### src/rtl/core/bcec_pkg.sv
// Shared types and constants for the block cache enhanced clock controller.
// Depends on nothing; used by every file in rtl/core.
package bcec_pkg;

  localparam int unsigned ENTRIES_DEF = 8;
  localparam logic [31:0] INVALID_TAG = 32'hffff_ffff;

  typedef enum logic [1:0] {
    OP_READ  = 2'd0,
    OP_CLEAR = 2'd1,
    OP_MARK  = 2'd2
  } op_e;

  typedef enum logic [2:0] {
    ST_IDLE,
    ST_LOOKUP,
    ST_SWEEP1,
    ST_SWEEP2,
    ST_VICT,
    ST_RESP
  } state_e;

  typedef struct packed {
    logic [1:0]  op;
    logic [31:0] sector;
    logic [7:0]  entry;
  } req_t;

  typedef struct packed {
    logic [7:0]  index;
    logic        hit;
    logic        writeback;
    logic [31:0] writeback_sector;
    logic        fill;
    logic [31:0] fill_sector;
    logic        zero_fill;
  } rsp_t;

  // controller -> datapath
  typedef struct packed {
    logic load;      // capture the request
    logic cnt_clr;   // step counter to zero
    logic cnt_inc;   // step counter + 1
    logic rd_en;     // tag memory read
    logic rd_hand;   // read at the hand, else at next counter value
    logic set_hit;   // lookup matched at counter
    logic ref_clr;   // clear reference bit at the hand
    logic hand_adv;  // advance the hand
    logic commit;    // load result register and update state
  } cmd_t;

  // datapath -> controller
  typedef struct packed {
    logic match;     // tag read back equals the lookup address
    logic cnt_last;  // counter at last entry
    logic cand1;     // entry at hand unreferenced and clean
    logic cand2;     // entry at hand clean
  } sts_t;

endpackage

### src/rtl/core/bcec_dpath.sv
// Datapath: tag memory, reference/dirty/valid bits, clock hand, result register.
// Depends on bcec_pkg; driven by bcec_ctrl through cmd_t / sts_t.
module bcec_dpath #(
  parameter int unsigned ENTRIES = bcec_pkg::ENTRIES_DEF
) (
  input  logic             clk_i,
  input  logic             rst_ni,
  input  logic             cfg_we_i,
  input  logic [31:0]      cfg_data_i,
  input  bcec_pkg::req_t   in_data_i,
  input  bcec_pkg::cmd_t   cmd_i,
  output bcec_pkg::sts_t   sts_o,
  output bcec_pkg::rsp_t   out_data_o
);

  localparam int unsigned IdxW = (ENTRIES > 1) ? $clog2(ENTRIES) : 1;
  localparam logic [IdxW-1:0] LastIdx = IdxW'(ENTRIES - 1);

  logic [31:0]        base_q;
  logic [1:0]         op_q;
  logic [31:0]        addr_q;
  logic [7:0]         entry_q;
  logic               hit_q;
  logic [IdxW-1:0]    cnt_q, cnt_d;
  logic [IdxW-1:0]    hand_q, hand_nxt;
  logic [ENTRIES-1:0] ref_q, dirty_q, vld_q;
  logic [31:0]        tag_mem [ENTRIES];
  logic [31:0]        rd_tag_q;
  logic               rd_vld_q;
  logic [IdxW-1:0]    rd_addr;
  logic [31:0]        eff_tag;
  logic               entry_ok;
  logic               tag_we;
  bcec_pkg::rsp_t     rsp_d, rsp_q;

  always_ff @(posedge clk_i or negedge rst_ni) begin
    if (!rst_ni) begin
      base_q <= '0;
    end else if (cfg_we_i) begin
      base_q <= cfg_data_i;
    end
  end

  // request capture
  always_ff @(posedge clk_i or negedge rst_ni) begin
    if (!rst_ni) begin
      op_q  <= '0;
      hit_q <= 1'b0;
      cnt_q <= '0;
    end else begin
      cnt_q <= cnt_d;
      if (cmd_i.load) begin
        op_q  <= in_data_i.op;
        hit_q <= 1'b0;
      end else if (cmd_i.set_hit) begin
        hit_q <= 1'b1;
      end
    end
  end

  always_ff @(posedge clk_i) begin
    if (cmd_i.load) begin
      addr_q  <= (in_data_i.op == bcec_pkg::OP_READ) ? in_data_i.sector + base_q
                                                     : in_data_i.sector;
      entry_q <= in_data_i.entry;
    end
  end

  always_comb begin
    cnt_d = cnt_q;
    if (cmd_i.cnt_clr) begin
      cnt_d = '0;
    end else if (cmd_i.cnt_inc) begin
      cnt_d = cnt_q + 1'b1;
    end
  end

  assign hand_nxt = (hand_q == LastIdx) ? '0 : hand_q + 1'b1;
  assign rd_addr  = cmd_i.rd_hand ? hand_q : cnt_d;
  assign eff_tag  = rd_vld_q ? rd_tag_q : bcec_pkg::INVALID_TAG;
  assign entry_ok = ({1'b0, entry_q} < 9'(ENTRIES));
  assign tag_we   = cmd_i.commit && !hit_q &&
                    ((op_q == bcec_pkg::OP_READ) || (op_q == bcec_pkg::OP_CLEAR));

  // tag memory, registered read
  always_ff @(posedge clk_i) begin
    if (tag_we) begin
      tag_mem[hand_q] <= addr_q;
    end
    if (cmd_i.rd_en) begin
      rd_tag_q <= tag_mem[rd_addr];
      rd_vld_q <= vld_q[rd_addr];
    end
  end

  always_comb begin
    sts_o.match    = (eff_tag == addr_q) && (addr_q != bcec_pkg::INVALID_TAG);
    sts_o.cnt_last = (cnt_q == LastIdx);
    sts_o.cand1    = !ref_q[hand_q] && !dirty_q[hand_q];
    sts_o.cand2    = !dirty_q[hand_q];
  end

  // replacement state
  always_ff @(posedge clk_i or negedge rst_ni) begin
    if (!rst_ni) begin
      ref_q   <= '0;
      dirty_q <= '0;
      vld_q   <= '0;
      hand_q  <= '0;
    end else if (cmd_i.commit) begin
      case (op_q)
        bcec_pkg::OP_READ: begin
          if (hit_q) begin
            ref_q[cnt_q] <= 1'b1;
          end else begin
            vld_q[hand_q]   <= 1'b1;
            ref_q[hand_q]   <= 1'b1;
            dirty_q[hand_q] <= 1'b0;
            hand_q          <= hand_nxt;
          end
        end
        bcec_pkg::OP_CLEAR: begin
          vld_q[hand_q]   <= 1'b1;
          ref_q[hand_q]   <= 1'b0;
          dirty_q[hand_q] <= 1'b0;
          hand_q          <= hand_nxt;
        end
        bcec_pkg::OP_MARK: begin
          if (entry_ok) begin
            dirty_q[entry_q[IdxW-1:0]] <= 1'b1;
          end
        end
        default: ;
      endcase
    end else begin
      if (cmd_i.ref_clr) begin
        ref_q[hand_q] <= 1'b0;
      end
      if (cmd_i.hand_adv) begin
        hand_q <= hand_nxt;
      end
    end
  end

  // result formatting
  always_comb begin
    rsp_d = '0;
    case (op_q)
      bcec_pkg::OP_READ: begin
        if (hit_q) begin
          rsp_d.index = 8'(cnt_q);
          rsp_d.hit   = 1'b1;
        end else begin
          rsp_d.index            = 8'(hand_q);
          rsp_d.writeback        = (eff_tag != bcec_pkg::INVALID_TAG) && dirty_q[hand_q];
          rsp_d.writeback_sector = rsp_d.writeback ? eff_tag : '0;
          rsp_d.fill             = 1'b1;
          rsp_d.fill_sector      = addr_q;
        end
      end
      bcec_pkg::OP_CLEAR: begin
        rsp_d.index            = 8'(hand_q);
        rsp_d.writeback        = (eff_tag != bcec_pkg::INVALID_TAG) && dirty_q[hand_q];
        rsp_d.writeback_sector = rsp_d.writeback ? eff_tag : '0;
        rsp_d.zero_fill        = 1'b1;
      end
      bcec_pkg::OP_MARK: begin
        rsp_d.index = entry_q;
      end
      default: ;
    endcase
  end

  always_ff @(posedge clk_i) begin
    if (cmd_i.commit) begin
      rsp_q <= rsp_d;
    end
  end

  assign out_data_o = rsp_q;

endmodule

### src/rtl/core/bcec_ctrl.sv
// Controller: sequences lookup, two-sweep victim search and result hand-off.
// Depends on bcec_pkg; commands bcec_dpath through cmd_t / sts_t.
module bcec_ctrl (
  input  logic            clk_i,
  input  logic            rst_ni,
  input  logic            in_valid_i,
  output logic            in_ready_o,
  input  logic [1:0]      in_op_i,
  input  logic            out_ready_i,
  output logic            out_valid_o,
  input  bcec_pkg::sts_t  sts_i,
  output bcec_pkg::cmd_t  cmd_o
);

  bcec_pkg::state_e state_q, state_d;
  logic             out_valid_q;
  logic             out_free;

  assign out_free = !out_valid_q || out_ready_i;

  always_ff @(posedge clk_i or negedge rst_ni) begin
    if (!rst_ni) begin
      state_q     <= bcec_pkg::ST_IDLE;
      out_valid_q <= 1'b0;
    end else begin
      state_q <= state_d;
      if (cmd_o.commit) begin
        out_valid_q <= 1'b1;
      end else if (out_ready_i) begin
        out_valid_q <= 1'b0;
      end
    end
  end

  always_comb begin
    state_d    = state_q;
    cmd_o      = '0;
    in_ready_o = 1'b0;
    unique case (state_q)
      bcec_pkg::ST_IDLE: begin
        in_ready_o = 1'b1;
        if (in_valid_i) begin
          cmd_o.load    = 1'b1;
          cmd_o.cnt_clr = 1'b1;
          case (in_op_i)
            bcec_pkg::OP_READ: begin
              cmd_o.rd_en = 1'b1;   // tag of entry 0
              state_d     = bcec_pkg::ST_LOOKUP;
            end
            bcec_pkg::OP_CLEAR: state_d = bcec_pkg::ST_SWEEP1;
            default:            state_d = bcec_pkg::ST_RESP;
          endcase
        end
      end
      bcec_pkg::ST_LOOKUP: begin
        if (sts_i.match) begin
          cmd_o.set_hit = 1'b1;
          state_d       = bcec_pkg::ST_RESP;
        end else if (sts_i.cnt_last) begin
          cmd_o.cnt_clr = 1'b1;
          state_d       = bcec_pkg::ST_SWEEP1;
        end else begin
          cmd_o.cnt_inc = 1'b1;
          cmd_o.rd_en   = 1'b1;
        end
      end
      bcec_pkg::ST_SWEEP1: begin
        if (sts_i.cand1) begin
          cmd_o.rd_en   = 1'b1;
          cmd_o.rd_hand = 1'b1;
          state_d       = bcec_pkg::ST_RESP;
        end else begin
          cmd_o.ref_clr  = 1'b1;
          cmd_o.hand_adv = 1'b1;
          if (sts_i.cnt_last) begin
            cmd_o.cnt_clr = 1'b1;
            state_d       = bcec_pkg::ST_SWEEP2;
          end else begin
            cmd_o.cnt_inc = 1'b1;
          end
        end
      end
      bcec_pkg::ST_SWEEP2: begin
        if (sts_i.cand2) begin
          cmd_o.rd_en   = 1'b1;
          cmd_o.rd_hand = 1'b1;
          state_d       = bcec_pkg::ST_RESP;
        end else begin
          cmd_o.hand_adv = 1'b1;
          if (sts_i.cnt_last) begin
            state_d = bcec_pkg::ST_VICT;
          end else begin
            cmd_o.cnt_inc = 1'b1;
          end
        end
      end
      bcec_pkg::ST_VICT: begin
        // both sweeps failed: victim is the entry at the hand
        cmd_o.rd_en   = 1'b1;
        cmd_o.rd_hand = 1'b1;
        state_d       = bcec_pkg::ST_RESP;
      end
      bcec_pkg::ST_RESP: begin
        if (out_free) begin
          cmd_o.commit = 1'b1;
          state_d      = bcec_pkg::ST_IDLE;
        end
      end
      default: state_d = bcec_pkg::ST_IDLE;
    endcase
  end

  assign out_valid_o = out_valid_q;

endmodule

### src/rtl/core/block_cache_enhanced_clock.sv
// Top level of the block cache tag and enhanced-clock replacement controller.
// Depends on bcec_pkg, bcec_ctrl and bcec_dpath.
//
//   channel | signals                               | direction
//   --------+---------------------------------------+----------
//   in      | in_valid_i  in_ready_o  in_data_i     | request in
//   out     | out_valid_o out_ready_i out_data_o    | result out
//   cfg     | cfg_valid_i cfg_ready_o cfg_data_i    | base_offset write
//
// One request at a time. Mark-dirty and unused ops go straight to the result; a read
// compares one tag per cycle over the tag memory's single read port, and a miss or
// clear steps the clock hand one entry per cycle through both sweeps.
// The result sits in an output register, so the next request is taken while it
// waits; a stalled output only holds the following result in its final state.
// Reset (rst_ni low, asynchronous) invalidates all entries at once through
// per-entry valid bits, clears reference/dirty bits, the hand and base_offset.
// cfg_ready_o is always high; each cfg transfer updates base_offset.
module block_cache_enhanced_clock #(
  parameter int unsigned ENTRIES = bcec_pkg::ENTRIES_DEF
) (
  input  logic            clk_i,
  input  logic            rst_ni,
  input  logic            in_valid_i,
  output logic            in_ready_o,
  input  bcec_pkg::req_t  in_data_i,
  output logic            out_valid_o,
  input  logic            out_ready_i,
  output bcec_pkg::rsp_t  out_data_o,
  input  logic            cfg_valid_i,
  output logic            cfg_ready_o,
  input  logic [31:0]     cfg_data_i
);

  bcec_pkg::cmd_t cmd;
  bcec_pkg::sts_t sts;
  logic           cfg_we;

  // register writes never stall
  assign cfg_ready_o = 1'b1;
  assign cfg_we      = cfg_valid_i && cfg_ready_o;

  bcec_ctrl u_ctrl (
    .clk_i       (clk_i),
    .rst_ni      (rst_ni),
    .in_valid_i  (in_valid_i),
    .in_ready_o  (in_ready_o),
    .in_op_i     (in_data_i.op),
    .out_ready_i (out_ready_i),
    .out_valid_o (out_valid_o),
    .sts_i       (sts),
    .cmd_o       (cmd)
  );

  bcec_dpath #(
    .ENTRIES (ENTRIES)
  ) u_dpath (
    .clk_i      (clk_i),
    .rst_ni     (rst_ni),
    .cfg_we_i   (cfg_we),
    .cfg_data_i (cfg_data_i),
    .in_data_i  (in_data_i),
    .cmd_i      (cmd),
    .sts_o      (sts),
    .out_data_o (out_data_o)
  );

`ifndef SYNTHESIS
  // never overwrite a result that has not been taken
  a_commit_free: assert property (@(posedge clk_i) disable iff (!rst_ni)
    cmd.commit |-> (!out_valid_o || out_ready_i))
    else $error("result register overwritten while pending");

  // a commit always presents a result next cycle
  a_commit_valid: assert property (@(posedge clk_i) disable iff (!rst_ni)
    cmd.commit |=> out_valid_o)
    else $error("committed result not presented");

  // accept, hand step and commit belong to different phases
  a_phase: assert property (@(posedge clk_i) disable iff (!rst_ni)
    $onehot0({cmd.load, cmd.commit, cmd.hand_adv}))
    else $error("overlapping controller phases");

  // a hit never asks for device traffic
  a_hit_clean: assert property (@(posedge clk_i) disable iff (!rst_ni)
    (out_valid_o && out_data_o.hit) |-> (!out_data_o.fill && !out_data_o.writeback
                                         && !out_data_o.zero_fill))
    else $error("hit result carries fill or writeback");
`endif

endmodule

### config.mk
export PLATFORM = sky130hd
export DESIGN_NAME = block_cache_enhanced_clock
export DESIGN_NICKNAME = d
export VERILOG_FILES = /design/src/rtl/core/bcec_pkg.sv /design/src/rtl/core/bcec_dpath.sv /design/src/rtl/core/bcec_ctrl.sv /design/src/rtl/core/block_cache_enhanced_clock.sv
export SDC_FILE = /design/constraint.sdc
export NUM_CORES = 1
export LEC_CHECK = 0
export BUFFER_PORTS_ARGS = -buffer_cell sky130_fd_sc_hd__buf_2
export CORE_AREA = 2 2 198 200
export CTS_BUF_LIST = sky130_fd_sc_hd__clkbuf_4 sky130_fd_sc_hd__clkbuf_8
export CTS_CLUSTER_DIAMETER = 50
export DETAILED_ROUTE_END_ITERATION = 6
export DIE_AREA = 0 0 200 202
export PLACE_DENSITY = 0.78
export SKIP_CTS_REPAIR_TIMING = 1
export SLEW_MARGIN = 10
export SYNTH_ARGS = -nofsm -noshare
export SYNTH_HDL_FRONTEND = slang
export SYNTH_HIERARCHICAL = 1
export SYNTH_SLANG_ARGS = --single-unit
### constraint.sdc
create_clock -name clk_i -period 8.05 [get_ports clk_i]
set_input_delay 0.4025 -clock clk_i [delete_from_list [all_inputs] [get_ports clk_i]]
set_output_delay 0.4025 -clock clk_i [all_outputs]
set_load 0.02 [all_outputs]
==> results.sh <==
export IMPL_fin_crit_ns=6.17
export IMPL_synth_seq_cells=474
export IMPL_p_int_uw=5940
export IMPL_final_cell_mix="edfxtp_1, buf_2, a21oi_1"
export IMPL_cp_start_kind="flip-flop"
export IMPL_path_class="reg2reg"
export IMPL_leakage_uw=0.00882
export IMPL_drc=0
export IMPL_drive_gt1_share_pct=27.1
export IMPL_grt_pass1_wl_um=75700
export IMPL_routabilityCongestion=0.876
export IMPL_dp_hpwl_um=32300
export IMPL_grt_pass1_vias=13200
export IMPL_clkSinkCount=474
export IMPL_ys_types=78
export IMPL_antenna_cells=0
export IMPL_finalCritPeriodShare_pct=76.6
export IMPL_p_seq_share_pct=41.7
export IMPL_tns_ns=0
export IMPL_wirelength_um=49700
export IMPL_htreeDepth=3
export IMPL_combinationalPowerShare_pct=36.2
export IMPL_num_rows=72
export IMPL_dieWidth_um=200
export IMPL_avgRoutedWirePerCell_um=22.5
export IMPL_initial_core_util_pct=55.6
export IMPL_worstSkewPairLatency_ns=0.61
export IMPL_path_clk_slew_ns=0.06
export IMPL_core_area_mm2=0.0383
export IMPL_track_usage_pct=25.1
export IMPL_cp_max_fo=32
export IMPL_port_buffers=156
export IMPL_endpoint_kind="flip-flop"
export IMPL_syn_nets=1552
export IMPL_slowest_delay_ns=0.80
export IMPL_yosysSeqAreaShare_pct=65.3
export IMPL_antenna_left=0
export IMPL_numCtsBuffers=74
export IMPL_clock_skew_ns=0.0293
export IMPL_io_pins=158
export IMPL_setup_viol=0
export IMPL_synthFlopType="edfxtp_1"
export IMPL_power_frac_clock_pct=22.1
export IMPL_tightest_slew_ns=1.04
export IMPL_synthesis_area_mm2=0.0213
export IMPL_reg2reg_from="u_dpath/rd_vld_q$_DFFE_PP_"
export IMPL_synth_edf_count=405
export IMPL_netlist_instances=1437
export IMPL_syn_mean_instance_area_um2=14.8
export IMPL_cts_root_buf="clkbuf_8"
export IMPL_reg2reg_depth=16
export IMPL_cts_tree="yes"
export IMPL_vias=13300
export IMPL_r2r_slack_ns=1.88
export IMPL_drtIter0Drc=1667
export IMPL_via_per_inst=6.02
export IMPL_nNetsFinal=1748
export IMPL_hold_class="in2async"
export IMPL_timing_fmax_mhz=162
export IMPL_whs_ns=0.0108
export IMPL_cp_arrival_ns=6.51
export IMPL_grt_ovfl_total=0
export IMPL_async_reset_ff_share_pct=14.6
export IMPL_slew_viol_final=0
export IMPL_p_per_area_mw_per_mm2=373
export IMPL_die_y_um=202
export IMPL_yosysWarnings=6
export IMPL_clk_path_buf_depth=3
export IMPL_drt_pre_antenna_iters=6
export IMPL_required_ns=8.39
export IMPL_hold_viol_final=0
export IMPL_dieArea_mm2=0.0404
export IMPL_grt_setup_unrepaired="false"
export IMPL_drv_cap=0
export IMPL_switchingPower_uw=3080
export IMPL_grt_max_degree=72
export IMPL_r2r_end="u_dpath/rd_tag_q[25]$_DFFE_PP_"
export IMPL_cp_slowest_cell="o31ai_4"
export IMPL_area_growth_syn_to_layout_pct=13.5
export IMPL_path_cells="buf_4, nor3b_1, a21oi_1, o22ai_1, a21oi_1, nor4_1, nand3_1, a2111oi_2, inv_1, nand3b_1, nand2_1, xnor2_2, o31ai_4, buf_4, mux4_1, mux2_2"
export IMPL_layout_commonest_cell="edfxtp_1"
export IMPL_sw_frac_of_total_pct=34.1
export IMPL_antenna_found_initial=0
export IMPL_crit_path_start="u_dpath/rd_vld_q$_DFFE_PP_"
export IMPL_vdd_ir_drop_max_mv=0.241
export IMPL_slew_headroom_pct=30.6
export IMPL_status="complete, no violations"
## cells in the mapped netlist (all sizes together), types with 10 or more instances
cell    instances  area, um2
edfxtp        405      12200
a21oi         107        539
nand2          97        364
mux2           71        800
dfrtp          69       1730
mux4           68       1580
inv            62        233
o21ai          54        274
nor2           49        184
and2           42        263
clkbuf         39        150
ha             35        438
xor2           31        272
buf            28        213
nand4          27        169
nand2b         18        113
nand3          17       90.1
nor4b          17        149
o22ai          17        106
nor3           13       70.1
nor3b          13       97.6
a21o           12       90.1
xnor2          11        104
a22o           10       87.6
## how the worst max path moves through the flow
stage,end,cells past startpoint,slack (ns)
after global routing,u_dpath/rd_tag_q[27]$_DFFE_PP_,16,1.47
after detailed placement,u_dpath/rd_tag_q[25]$_DFFE_PP_,16,1.96
after global placement,u_dpath/rd_tag_q[25]$_DFFE_PP_,16,2.21
after floorplan,u_dpath/tag_mem[0][0]$_DFFE_PP_,8,0.36
final,u_dpath/rd_tag_q[25]$_DFFE_PP_,16,1.88
after CTS,u_dpath/rd_tag_q[25]$_DFFE_PP_,16,1.93
## final cells by class
class / instances / area (um2)
tap: 518 / 648
fill: 2793 / 14100
timing repair buffer: 187 / 1030
multi-input combinational: 834 / 6890
sequential: 474 / 13900
clock buffer: 104 / 1270
inverter: 62 / 233
clock inverter: 28 / 191
## sequential cells by signal (all words and copies together), names as in the netlist, 32 cells and up
name,flops
u_dpath/addr_q,32
u_dpath/out_data_o,76
u_dpath/tag_mem,256
u_dpath/rd_tag_q,32
u_dpath/base_q,32
## logic make-up after synthesis
kind of cell / share of synthesized area (%)
flip-flops: 65.3
AND/OR/NAND/NOR: 8.74
AO/OA/AOI/OAI: 7.69
multiplexers: 11.6
buffers and inverters: 2.80
XOR/XNOR: 1.76
adder cells (fa/ha/maj): 2.15
other: 0.0176
## critical path: cells and delay by family, from the launching register on
kind,cells,cell delay [ns]
buf+inv,3,1.04
compound gates,5,1.83
flops,1,0.78
mux,2,0.88
simple gates,5,1.17
xor+xnor,1,0.20
## power by group through the flow
stage | Clock [uW] | Sequential (uW) | Combinational [uW]
after global placement | 0 | 3770 | 3150
final | 1990 | 3760 | 3260
after floorplan | 0 | 3690 | 2570
after global routing | 2140 | 3790 | 3540
after detailed placement | 0 | 3790 | 3270
after CTS | 2030 | 3740 | 3280
## layer usage
metal | up-vias | track usage [%] | part of all wire (%)
li1 | 5950 | - | -
met1 | 6493 | 35.8 | 42
met2 | 730 | 39.0 | 47
met3 | 118 | 4.82 | 9.0
met4 | 0 | 8.76 | 2.8
met5 | - | 0 | 0
## per-stage QoR
step	total power (uW)	setup WS, ns	instance area (um2)	util (%)	std cells
global route	9470	1.47	24200	63.1	2207
CTS	9060	1.93	24100	62.9	2199
finish	9010	1.88	24200	63.1	2207
detailed placement	7060	1.96	22600	59.1	2067
global placement	6920	2.21	22600	59.1	2067
floorplan	6260	0.357	21300	-	1437
Power figures use the tool's default switching activity.
